<file path="src/slrp_pkg.sv">
// ---------------------------------------------------------------------------
// slrp_pkg: shared definitions of the latency route predictor
// Field widths, register indexes, command codes, controller state type and
// the command/status bundles between controller and datapath.
// ---------------------------------------------------------------------------
package slrp_pkg;

    // default sizes
    localparam int NUM_ROUTES_DEF = 3;
    localparam int SUM_WIDTH_DEF  = 48;

    // field widths
    localparam int ROUTE_W   = 2;
    localparam int LATENCY_W = 32;
    localparam int CFG_W     = 16;
    localparam int PHASE_W   = 16;
    localparam int FLUSH_W   = 32;

    // stream word widths
    localparam int S_TDATA_W = 40;
    localparam int M_TDATA_W = 8;

    // configuration port
    localparam int               CFG_ADDR_W        = 2;
    localparam logic [CFG_ADDR_W-1:0] CFG_SNIFF_PERIOD  = 2'd0;
    localparam logic [CFG_ADDR_W-1:0] CFG_FLUSH_SPAN    = 2'd1;
    localparam logic [CFG_W-1:0] SNIFF_PERIOD_RST  = 16'd16;
    localparam logic [CFG_W-1:0] FLUSH_SPAN_RST    = 16'd8;

    // input command codes
    localparam logic CMD_NEW_PACKET   = 1'b0;
    localparam logic CMD_SNIFF_RETURN = 1'b1;

    // controller states
    typedef enum logic [2:0] {
        ST_IDLE,
        ST_EXEC,
        ST_FLUSH,
        ST_SCAN_NORM,
        ST_LOG,
        ST_APPLY,
        ST_SCAN_PRED,
        ST_EMIT
    } slrp_state_t;

    // controller to datapath
    typedef struct packed {
        logic item_load;
        logic exec;
        logic flush_step;
        logic scan_step;
        logic lz_step;
        logic apply_step;
        logic emit;
    } slrp_cmd_t;

    // datapath to controller
    typedef struct packed {
        logic new_packet;
        logic flush_due;
        logic idx_last;
        logic lz_done;
        logic out_free;
    } slrp_status_t;

endpackage

</file>
<file path="src/slrp_ctrl.sv">
// ---------------------------------------------------------------------------
// slrp_ctrl: sequencing controller
// Walks one word through update, optional normalisation, best-route scan and
// hand-over to the output register.
// ---------------------------------------------------------------------------
module slrp_ctrl
    import slrp_pkg::*;
(
    input  logic         aclk,
    input  logic         aresetn,
    input  logic         s_tvalid,
    output logic         s_tready,
    input  slrp_status_t status,
    output slrp_cmd_t    cmd
);

    slrp_state_t state_reg;
    slrp_state_t state_next;

    // state register
    always_ff @(posedge aclk) begin
        if (!aresetn) begin
            state_reg <= ST_IDLE;
        end else begin
            state_reg <= state_next;
        end
    end

    // next state
    always_comb begin
        state_next = state_reg;
        unique case (state_reg)
            ST_IDLE: begin
                if (s_tvalid) begin
                    state_next = ST_EXEC;
                end
            end
            ST_EXEC: begin
                state_next = status.new_packet ? ST_FLUSH : ST_SCAN_PRED;
            end
            ST_FLUSH: begin
                state_next = status.flush_due ? ST_SCAN_NORM : ST_SCAN_PRED;
            end
            ST_SCAN_NORM: begin
                if (status.idx_last) begin
                    state_next = ST_LOG;
                end
            end
            ST_LOG: begin
                if (status.lz_done) begin
                    state_next = ST_APPLY;
                end
            end
            ST_APPLY: begin
                if (status.idx_last) begin
                    state_next = ST_SCAN_PRED;
                end
            end
            ST_SCAN_PRED: begin
                if (status.idx_last) begin
                    state_next = ST_EMIT;
                end
            end
            ST_EMIT: begin
                if (status.out_free) begin
                    state_next = ST_IDLE;
                end
            end
            default: state_next = ST_IDLE;
        endcase
    end

    // commands
    always_comb begin
        cmd      = '0;
        s_tready = 1'b0;
        unique case (state_reg)
            ST_IDLE: begin
                s_tready      = 1'b1;
                cmd.item_load = s_tvalid;
            end
            ST_EXEC:      cmd.exec       = 1'b1;
            ST_FLUSH:     cmd.flush_step = 1'b1;
            ST_SCAN_NORM: cmd.scan_step  = 1'b1;
            ST_LOG:       cmd.lz_step    = !status.lz_done;
            ST_APPLY:     cmd.apply_step = 1'b1;
            ST_SCAN_PRED: cmd.scan_step  = 1'b1;
            ST_EMIT:      cmd.emit       = status.out_free;
            default:      cmd            = '0;
        endcase
    end

endmodule

</file>
<file path="src/slrp_datapath.sv">
// ---------------------------------------------------------------------------
// slrp_datapath: counters, latency sums and result register
// Holds the configuration, packet phase counters, saturating route sums, the
// shared minimum scan, the shift-count search and the output register.
// ---------------------------------------------------------------------------
module slrp_datapath
    import slrp_pkg::*;
#(
    parameter int NUM_ROUTES = NUM_ROUTES_DEF,
    parameter int SUM_WIDTH  = SUM_WIDTH_DEF
) (
    input  logic                  aclk,
    input  logic                  aresetn,
    input  logic                  cfg_we,
    input  logic [CFG_ADDR_W-1:0] cfg_addr,
    input  logic [CFG_W-1:0]      cfg_wdata,
    input  logic [S_TDATA_W-1:0]  s_tdata,
    input  logic                  s_tuser,
    input  logic                  m_tready,
    output logic                  m_tvalid,
    output logic [M_TDATA_W-1:0]  m_tdata,
    input  slrp_cmd_t             cmd,
    output slrp_status_t          status
);

    localparam int IDX_W     = $clog2(NUM_ROUTES);
    localparam int CNT_W     = $clog2(SUM_WIDTH);
    localparam int SUM_EXT_W = SUM_WIDTH + 1;
    localparam logic [IDX_W-1:0] IDX_LAST = IDX_W'(NUM_ROUTES - 1);

    // configuration
    logic [CFG_W-1:0] sniff_period_reg;
    logic [CFG_W-1:0] flush_span_reg;

    // captured word
    logic                 item_cmd_reg,     item_cmd_next;
    logic [ROUTE_W-1:0]   item_route_reg,   item_route_next;
    logic [LATENCY_W-1:0] item_latency_reg, item_latency_next;

    // packet counters
    logic [PHASE_W-1:0] period_phase_reg,   period_phase_next;
    logic [IDX_W-1:0]   rotation_index_reg, rotation_index_next;
    logic [FLUSH_W-1:0] flush_phase_reg,    flush_phase_next;
    logic [FLUSH_W-1:0] flush_len_reg,      flush_len_next;

    // route sums
    logic [SUM_WIDTH-1:0] sum_reg  [NUM_ROUTES];
    logic [SUM_WIDTH-1:0] sum_next [NUM_ROUTES];

    // scan and shift search
    logic [IDX_W-1:0]     idx_reg,    idx_next;
    logic [SUM_WIDTH-1:0] min_reg,    min_next;
    logic [IDX_W-1:0]     best_reg,   best_next;
    logic [CNT_W-1:0]     lz_cnt_reg, lz_cnt_next;

    // pending result fields
    logic             res_sniff_reg,    res_sniff_next;
    logic [IDX_W-1:0] res_assigned_reg, res_assigned_next;

    // output register
    logic                 out_valid_reg, out_valid_next;
    logic [M_TDATA_W-1:0] out_data_reg,  out_data_next;

    logic [CFG_W-1:0]     eff_period;
    logic [CFG_W-1:0]     eff_flush;
    logic [PHASE_W:0]     period_inc;
    logic [FLUSH_W:0]     flush_inc;
    logic                 route_ok;
    logic [IDX_W-1:0]     route_idx;
    logic [IDX_W-1:0]     rd_addr;
    logic [SUM_WIDTH-1:0] sum_rd;
    logic [SUM_EXT_W-1:0] sum_add;

    // zero registers act as one
    assign eff_period = (sniff_period_reg == '0) ? CFG_W'(1) : sniff_period_reg;
    assign eff_flush  = (flush_span_reg == '0) ? CFG_W'(1) : flush_span_reg;

    assign period_inc = (PHASE_W + 1)'(period_phase_reg) + (PHASE_W + 1)'(1);
    assign flush_inc  = (FLUSH_W + 1)'(flush_phase_reg) + (FLUSH_W + 1)'(1);

    assign route_ok  = 4'(item_route_reg) < 4'(NUM_ROUTES);
    assign route_idx = IDX_W'(item_route_reg);

    // single read port on the sums
    assign rd_addr = cmd.exec ? route_idx : idx_reg;
    assign sum_rd  = sum_reg[rd_addr];
    assign sum_add = SUM_EXT_W'(sum_rd) + SUM_EXT_W'(item_latency_reg);

    // status to controller
    assign status.new_packet = (item_cmd_reg == CMD_NEW_PACKET);
    assign status.flush_due  = flush_inc >= (FLUSH_W + 1)'(flush_len_reg);
    assign status.idx_last   = (idx_reg == IDX_LAST);
    assign status.lz_done    = (min_reg <= SUM_WIDTH'(1));
    assign status.out_free   = !out_valid_reg || m_tready;

    assign m_tvalid = out_valid_reg;
    assign m_tdata  = out_data_reg;

    // configuration writes
    always_ff @(posedge aclk) begin
        if (!aresetn) begin
            sniff_period_reg <= SNIFF_PERIOD_RST;
            flush_span_reg   <= FLUSH_SPAN_RST;
        end else if (cfg_we) begin
            if (cfg_addr == CFG_SNIFF_PERIOD) begin
                sniff_period_reg <= cfg_wdata;
            end
            if (cfg_addr == CFG_FLUSH_SPAN) begin
                flush_span_reg <= cfg_wdata;
            end
        end
    end

    // next values
    always_comb begin
        item_cmd_next       = item_cmd_reg;
        item_route_next     = item_route_reg;
        item_latency_next   = item_latency_reg;
        period_phase_next   = period_phase_reg;
        rotation_index_next = rotation_index_reg;
        flush_phase_next    = flush_phase_reg;
        flush_len_next      = flush_len_reg;
        sum_next            = sum_reg;
        idx_next            = idx_reg;
        min_next            = min_reg;
        best_next           = best_reg;
        lz_cnt_next         = lz_cnt_reg;
        res_sniff_next      = res_sniff_reg;
        res_assigned_next   = res_assigned_reg;
        out_valid_next      = out_valid_reg;
        out_data_next       = out_data_reg;

        // capture the accepted word
        if (cmd.item_load) begin
            item_cmd_next     = s_tuser;
            item_route_next   = s_tdata[ROUTE_W-1:0];
            item_latency_next = s_tdata[ROUTE_W +: LATENCY_W];
        end

        // packet count or sum update
        if (cmd.exec) begin
            res_sniff_next    = 1'b0;
            res_assigned_next = '0;
            if (item_cmd_reg == CMD_NEW_PACKET) begin
                flush_len_next = FLUSH_W'(32'(eff_flush) * 32'(eff_period));
                if (period_phase_reg == '0) begin
                    res_sniff_next    = 1'b1;
                    res_assigned_next = rotation_index_reg;
                end
                if (period_inc >= (PHASE_W + 1)'(eff_period)) begin
                    period_phase_next   = '0;
                    rotation_index_next = (rotation_index_reg == IDX_LAST) ? '0
                                        : rotation_index_reg + IDX_W'(1);
                end else begin
                    period_phase_next = period_inc[PHASE_W-1:0];
                end
            end else if (route_ok) begin
                // saturate on carry out
                sum_next[route_idx] = sum_add[SUM_WIDTH] ? '1 : sum_add[SUM_WIDTH-1:0];
            end
        end

        // flush counter
        if (cmd.flush_step) begin
            if (status.flush_due) begin
                flush_phase_next = '0;
                lz_cnt_next      = '0;
            end else begin
                flush_phase_next = flush_inc[FLUSH_W-1:0];
            end
        end

        // minimum scan, lowest index wins ties
        if (cmd.scan_step) begin
            if (idx_reg == '0 || sum_rd < min_reg) begin
                min_next  = sum_rd;
                best_next = idx_reg;
            end
        end

        // shift count of the minimum
        if (cmd.lz_step) begin
            min_next    = min_reg >> 1;
            lz_cnt_next = lz_cnt_reg + CNT_W'(1);
        end

        // scale one sum down
        if (cmd.apply_step) begin
            sum_next[idx_reg] = sum_rd >> lz_cnt_reg;
        end

        // route pointer for scan and scaling
        if (cmd.scan_step || cmd.apply_step) begin
            idx_next = status.idx_last ? '0 : idx_reg + IDX_W'(1);
        end

        // output register
        if (m_tready) begin
            out_valid_next = 1'b0;
        end
        if (cmd.emit) begin
            out_valid_next = 1'b1;
            out_data_next  = {3'b000, ROUTE_W'(best_reg), ROUTE_W'(res_assigned_reg),
                              res_sniff_reg};
        end
    end

    // control state
    always_ff @(posedge aclk) begin
        if (!aresetn) begin
            period_phase_reg   <= '0;
            rotation_index_reg <= '0;
            flush_phase_reg    <= '0;
            idx_reg            <= '0;
            out_valid_reg      <= 1'b0;
            for (int r = 0; r < NUM_ROUTES; r++) begin
                sum_reg[r] <= '0;
            end
        end else begin
            period_phase_reg   <= period_phase_next;
            rotation_index_reg <= rotation_index_next;
            flush_phase_reg    <= flush_phase_next;
            idx_reg            <= idx_next;
            out_valid_reg      <= out_valid_next;
            sum_reg            <= sum_next;
        end
    end

    // payload
    always_ff @(posedge aclk) begin
        item_cmd_reg     <= item_cmd_next;
        item_route_reg   <= item_route_next;
        item_latency_reg <= item_latency_next;
        flush_len_reg    <= flush_len_next;
        min_reg          <= min_next;
        best_reg         <= best_next;
        lz_cnt_reg       <= lz_cnt_next;
        res_sniff_reg    <= res_sniff_next;
        res_assigned_reg <= res_assigned_next;
        out_data_reg     <= out_data_next;
    end

    // a new packet leaves the phase below the period
    a_phase_bound: assert property (@(posedge aclk) disable iff (!aresetn)
        (cmd.exec && status.new_packet) |=> (period_phase_reg < eff_period))
        else $error("period phase not below sniff period");

    // the shift search stops before the sum width
    a_shift_bound: assert property (@(posedge aclk) disable iff (!aresetn)
        cmd.lz_step |-> (lz_cnt_reg < CNT_W'(SUM_WIDTH - 1)))
        else $error("normalisation shift count overrun");

    // a result is only loaded into a free output register
    a_emit_free: assert property (@(posedge aclk) disable iff (!aresetn)
        cmd.emit |-> (!out_valid_reg || m_tready))
        else $error("result overwrote a pending word");

endmodule

</file>
<file path="src/sniffing_latency_route_predictor.sv">
// ---------------------------------------------------------------------------
// sniffing_latency_route_predictor: latency based memory route predictor
// Marks sniffer packets, keeps per-route latency sums and predicts the route
// with the smallest sum.
// ---------------------------------------------------------------------------
// One word is handled at a time. Each word passes the update and the
// one-route-per-cycle minimum scan over the sum registers, and a new-packet
// word also a flush-counter step. A new packet that closes a flush interval
// adds a second scan, a shift-count search of one bit per cycle and a
// scaling pass over the routes. The result sits in an output register;
// the next word may be accepted while it waits, but its own result is held
// until that register is free. Sums reset to zero with the block, no clearing
// pass is needed.
module sniffing_latency_route_predictor
    import slrp_pkg::*;
#(
    parameter int NUM_ROUTES = NUM_ROUTES_DEF,
    parameter int SUM_WIDTH  = SUM_WIDTH_DEF
) (
    input  logic                  aclk,
    input  logic                  aresetn,
    // configuration
    input  logic                  cfg_we,
    input  logic [CFG_ADDR_W-1:0] cfg_addr,
    input  logic [CFG_W-1:0]      cfg_wdata,
    // input stream
    input  logic                  s_tvalid,
    output logic                  s_tready,
    input  logic [S_TDATA_W-1:0]  s_tdata,  // route[1:0], latency[33:2], zero pad
    input  logic                  s_tuser,  // command
    // result stream
    output logic                  m_tvalid,
    input  logic                  m_tready,
    output logic [M_TDATA_W-1:0]  m_tdata   // sniff[0], sniff_route[2:1],
                                            // best_route[4:3], zero pad
);

    slrp_cmd_t    cmd;
    slrp_status_t status;

    slrp_ctrl u_ctrl (
        .aclk     (aclk),
        .aresetn  (aresetn),
        .s_tvalid (s_tvalid),
        .s_tready (s_tready),
        .status   (status),
        .cmd      (cmd)
    );

    slrp_datapath #(
        .NUM_ROUTES (NUM_ROUTES),
        .SUM_WIDTH  (SUM_WIDTH)
    ) u_datapath (
        .aclk      (aclk),
        .aresetn   (aresetn),
        .cfg_we    (cfg_we),
        .cfg_addr  (cfg_addr),
        .cfg_wdata (cfg_wdata),
        .s_tdata   (s_tdata),
        .s_tuser   (s_tuser),
        .m_tready  (m_tready),
        .m_tvalid  (m_tvalid),
        .m_tdata   (m_tdata),
        .cmd       (cmd),
        .status    (status)
    );

endmodule

</file>
<file path="config.mk">
export PLATFORM = sky130hd
export DESIGN_NAME = sniffing_latency_route_predictor
export DESIGN_NICKNAME = d
export VERILOG_FILES = /design/src/slrp_pkg.sv /design/src/slrp_ctrl.sv /design/src/slrp_datapath.sv /design/src/sniffing_latency_route_predictor.sv
export SDC_FILE = /design/constraint.sdc
export NUM_CORES = 2
export LEC_CHECK = 0
export ABC_AREA = 1
export BUFFER_PORTS_ARGS = -buffer_cell sky130_fd_sc_hd__buf_2
export CAP_MARGIN = 10
export CORE_MARGIN = 2
export CORE_UTILIZATION = 58
export CTS_CLUSTER_DIAMETER = 120
export DETAILED_ROUTE_END_ITERATION = 8
export PLACE_DENSITY = 0.78
export SLEW_MARGIN = 20
export SYNTH_ARGS = -nofsm -noshare
export SYNTH_HDL_FRONTEND = slang
export SYNTH_SLANG_ARGS = --single-unit
</file>
<file path="constraint.sdc">
create_clock -name aclk -period 6.4 [get_ports aclk]
set_input_delay 0.32 -clock aclk [delete_from_list [all_inputs] [get_ports aclk]]
set_output_delay 0.32 -clock aclk [all_outputs]
set_load 0.005 [all_outputs]
</file>
==> flow_metrics.env <==
export IMPL_hp_start="cfg_wdata[3]"
export IMPL_critPathLaunch="u_datapath.sniff_period_reg[8]"
export IMPL_worst_pin_slew_ns=1.25
export IMPL_largest_reg_flops=144
export IMPL_drt_wl_total_um=115000
export IMPL_finalHoldViolCount=0
export IMPL_p_total_uw=13800
export IMPL_drt_iter0_drc=3468
export IMPL_synth_edf_count=130
export IMPL_initial_core_util_pct=58.4
export IMPL_hold_depth=3
export IMPL_cts_root_buf="clkbuf_16"
export IMPL_synth_seq_cells=363
export IMPL_die_h_um=247
export IMPL_dp_hpwl_um=84000
export IMPL_ys_flop_type="dfxtp_1"
export IMPL_setup_tns_ns=0
export IMPL_r2r_end="u_datapath.flush_len_reg[31]"
export IMPL_drt_pass1_iter_count=7
export IMPL_p_leak_uw=0.0179
export IMPL_r2r_start="u_datapath.sniff_period_reg[8]"
export IMPL_syn_cell_area_sq_um=34400
export IMPL_grt_ovfl_total=0
export IMPL_combPwrFrac_pct=58.3
export IMPL_vdd_drop_max_uv=343
export IMPL_ant_nets=0
export IMPL_synth_top_area_share_pct=13.6
export IMPL_intPower_uw=6740
export IMPL_p_per_area_nw_per_um2=371
export IMPL_grt_pass1_vias=33200
export IMPL_cts_sinks=363
export IMPL_fin_crit_ns=6.11
export IMPL_drv_cap=0
export IMPL_rr_worst_depth=20
export IMPL_worstSkewPairLatency_ns=0.60
export IMPL_synth_largest_area_cell="dfxtp_1"
export IMPL_yosysWarnings=0
export IMPL_path_clk_slew_ns=0.06
export IMPL_skew_ns=0.0339
export IMPL_drive_gt1_share_pct=6.34
export IMPL_postSynthAreaPerCell_sq_um=6.90
export IMPL_place_gp_congestion=1.02
export IMPL_antenna_found_initial=5
export IMPL_synth_most_common_cell="nand2_1"
export IMPL_final_nets=5446
export IMPL_synth_cell_types=57
export IMPL_placed_cell_area_sq_um=35200
export IMPL_cp_end_kind="register"
export IMPL_coreArea_sq_um=58800
export IMPL_syn_inst=4980
export IMPL_cts_tree="built"
export IMPL_finalMaxSlewViolations=0
export IMPL_critPathMaxFanout=10
export IMPL_hold_path_class="primary input to register"
export IMPL_max_slew_margin_pct=16.0
export IMPL_whs_endpoint="u_datapath.flush_span_reg[3]"
export IMPL_viasPerCell=5.96
export IMPL_place_ws_ns=-0.0492
export IMPL_seq_power_share_pct=22.8
export IMPL_track_usage_pct=37.7
export IMPL_r2r_setup_slack_ns=0.29
export IMPL_ioPinCount=74
export IMPL_wl_per_cell_um=20.0
export IMPL_setup_viol=0
export IMPL_fin_ws_ns=0.294
export IMPL_io_buffers=64
export IMPL_async_reset_ff_share_pct=0
export IMPL_grt_pass1_wl_um=179000
export IMPL_synth_seq_area_share_pct=24.9
export IMPL_grt_max_degree=101
export IMPL_path_class="register to register"
export IMPL_num_rows=89
export IMPL_cp_required_ns=6.72
export IMPL_clockBufferDepth=3
export IMPL_netlist_top_cells_count="nand2_1 (1173), inv_1 (716), nand3_1 (594), a21oi_1 (457), nor2_1 (307)"
export IMPL_fin_crit_sh_pct=95.4
export IMPL_final_core_util_pct=63.3
export IMPL_vias=34400
export IMPL_p_switching_uw=7040
export IMPL_dieWidth_um=247
export IMPL_syn_to_final_growth_pct=8.25
export IMPL_dieArea_sq_um=61200
export IMPL_fmax_mhz=164
export IMPL_worstSetupStartpointType="register"
export IMPL_drc_errors=0
export IMPL_synthTopCellsByArea="dfxtp_1 (14%), nand2_1 (13%), edfxtp_1 (11%)"
export IMPL_status="completed"
export IMPL_fin_area_sq_um=37200
export IMPL_p_clk_share_pct=18.8
export IMPL_htree_levels=2
export IMPL_cts_made_buffers=43
export IMPL_p_sw_share_pct=51.1
export IMPL_arrival_ns=6.42
-- cell usage in the layout (no fill, tap or decap), types with 10 or more instances in the layout --
cell	synthesis	final
a21o_1	10	10
a21oi_1	457	453
a31oi_1	16	15
buf_2	18	63
buf_4	3	84
clkbuf_16	0	43
clkinv_1	5	10
dfxtp_1	233	231
dlygate4sd3_1	0	40
edfxtp_1	130	130
fa_1	195	195
ha_1	239	237
inv_1	716	712
inv_2	12	17
nand2_1	1173	1172
nand2_2	11	12
nand3_1	594	593
nand4_1	78	78
nor2_1	307	299
nor2_2	7	10
nor3_1	38	36
nor4_1	27	25
o211ai_1	10	10
o21a_1	10	10
o21ai_0	246	242
o21ai_1	15	17
o21bai_1	11	10
xnor2_1	33	33
xor2_1	66	66
-- metrics by stage --
| step | instances | hold WS, ns |
|---|---|---|
| finish | 5761 | 0.0124 |
| global route | 5761 | 0.0289 |
| CTS | 5754 | 0.0000623 |
| detailed placement | 5634 | 0.419 |
| global placement | 5634 | 0.414 |
| floorplan | 4982 | 0.400 |
-- cells by family (layout without fill, tap and decap cells) --
kind of cell / Yosys count / in the layout / share of synthesized area, %
AOI/OAI and AO/OA: 799 / 799 / 12.4
adders and majority gates: 434 / 434 / 20.1
and+or+nand+nor: 2280 / 2280 / 28.7
DFF: 363 / 363 / 24.9
buffers and inverters: 1004 / 1005 / 11.4
other: 1 / 8 / 0.0109
xor gates and xnor gates: 99 / 99 / 2.52
-- critical path, stage by stage, from the launching register on --
cell and delay [ns]:
dfxtp_1 0.58, buf_4 0.26, nand2_1 0.09, fa_1 0.48, fa_1 0.52, inv_1 0.05, fa_1 0.48, fa_1 0.59
fa_1 0.58, inv_1 0.06, fa_1 0.52, inv_1 0.04, ha_1 0.33, nand2_1 0.13, nor4_1 0.39, nand3_1 0.16
nand3_2 0.14, a21oi_2 0.08, o21bai_1 0.14, a21oi_1 0.10, xnor2_1 0.13
-- final cells by class --
cell class                      count  area (sq um)
Sequential cell                   363          8570
Multi-Input combinational cell   3615         22000
Tap cell                          773           967
Clock buffer                       55          1180
Antenna cell                        5          12.5
Timing Repair Buffer              190          1410
Clock inverter                     25           277
Fill cell                        5326         21600
Inverter                          735          2760
-- power by group through the flow --
stage	clock network (uW)	registers, uW	logic [uW]
2_1_floorplan	0	3090	5390
3_3_place_gp	0	3170	7570
3_5_place_dp	0	3180	7670
4_1_cts	2610	3140	7740
5_1_grt	2690	3180	8760
6_report	2600	3150	8040
-- worst max path at each step --
stage	endpoint	slack (ns)
2_1_floorplan	u_datapath.flush_len_reg[28]	0.25
3_3_place_gp	u_datapath.flush_len_reg[28]	0.03
3_5_place_dp	u_datapath.flush_len_reg[28]	-0.05
4_1_cts	u_datapath.flush_len_reg[28]	0.02
5_1_grt	u_datapath.flush_len_reg[28]	-0.01
6_report	u_datapath.flush_len_reg[31]	0.29
-- layer usage --
layer / vias to the layer above / part of all wire, % / global-route usage (%) / wire length, um
li1: 16100 / - / - / -
met1: 15900 / 36 / 43.7 / 41600
met2: 1889 / 46 / 61.5 / 52800
met3: 496 / 9.4 / 7.63 / 10800
met4: 0 / 8.7 / 29.0 / 10000
met5: - / 0 / 0 / 0
-- timing repair --
item / 4_1_cts / 5_1_grt
pin swaps: 0 / 6
setup buffers: 0 / 2
endpoints found under the hold margin: 40 / 0
gates cloned: 0 / 0
hold buffers: 40 / 0
setup endpoints to repair: 3 / 13
resized for setup: 2 / 18
Power figures use the tool's default switching activity.
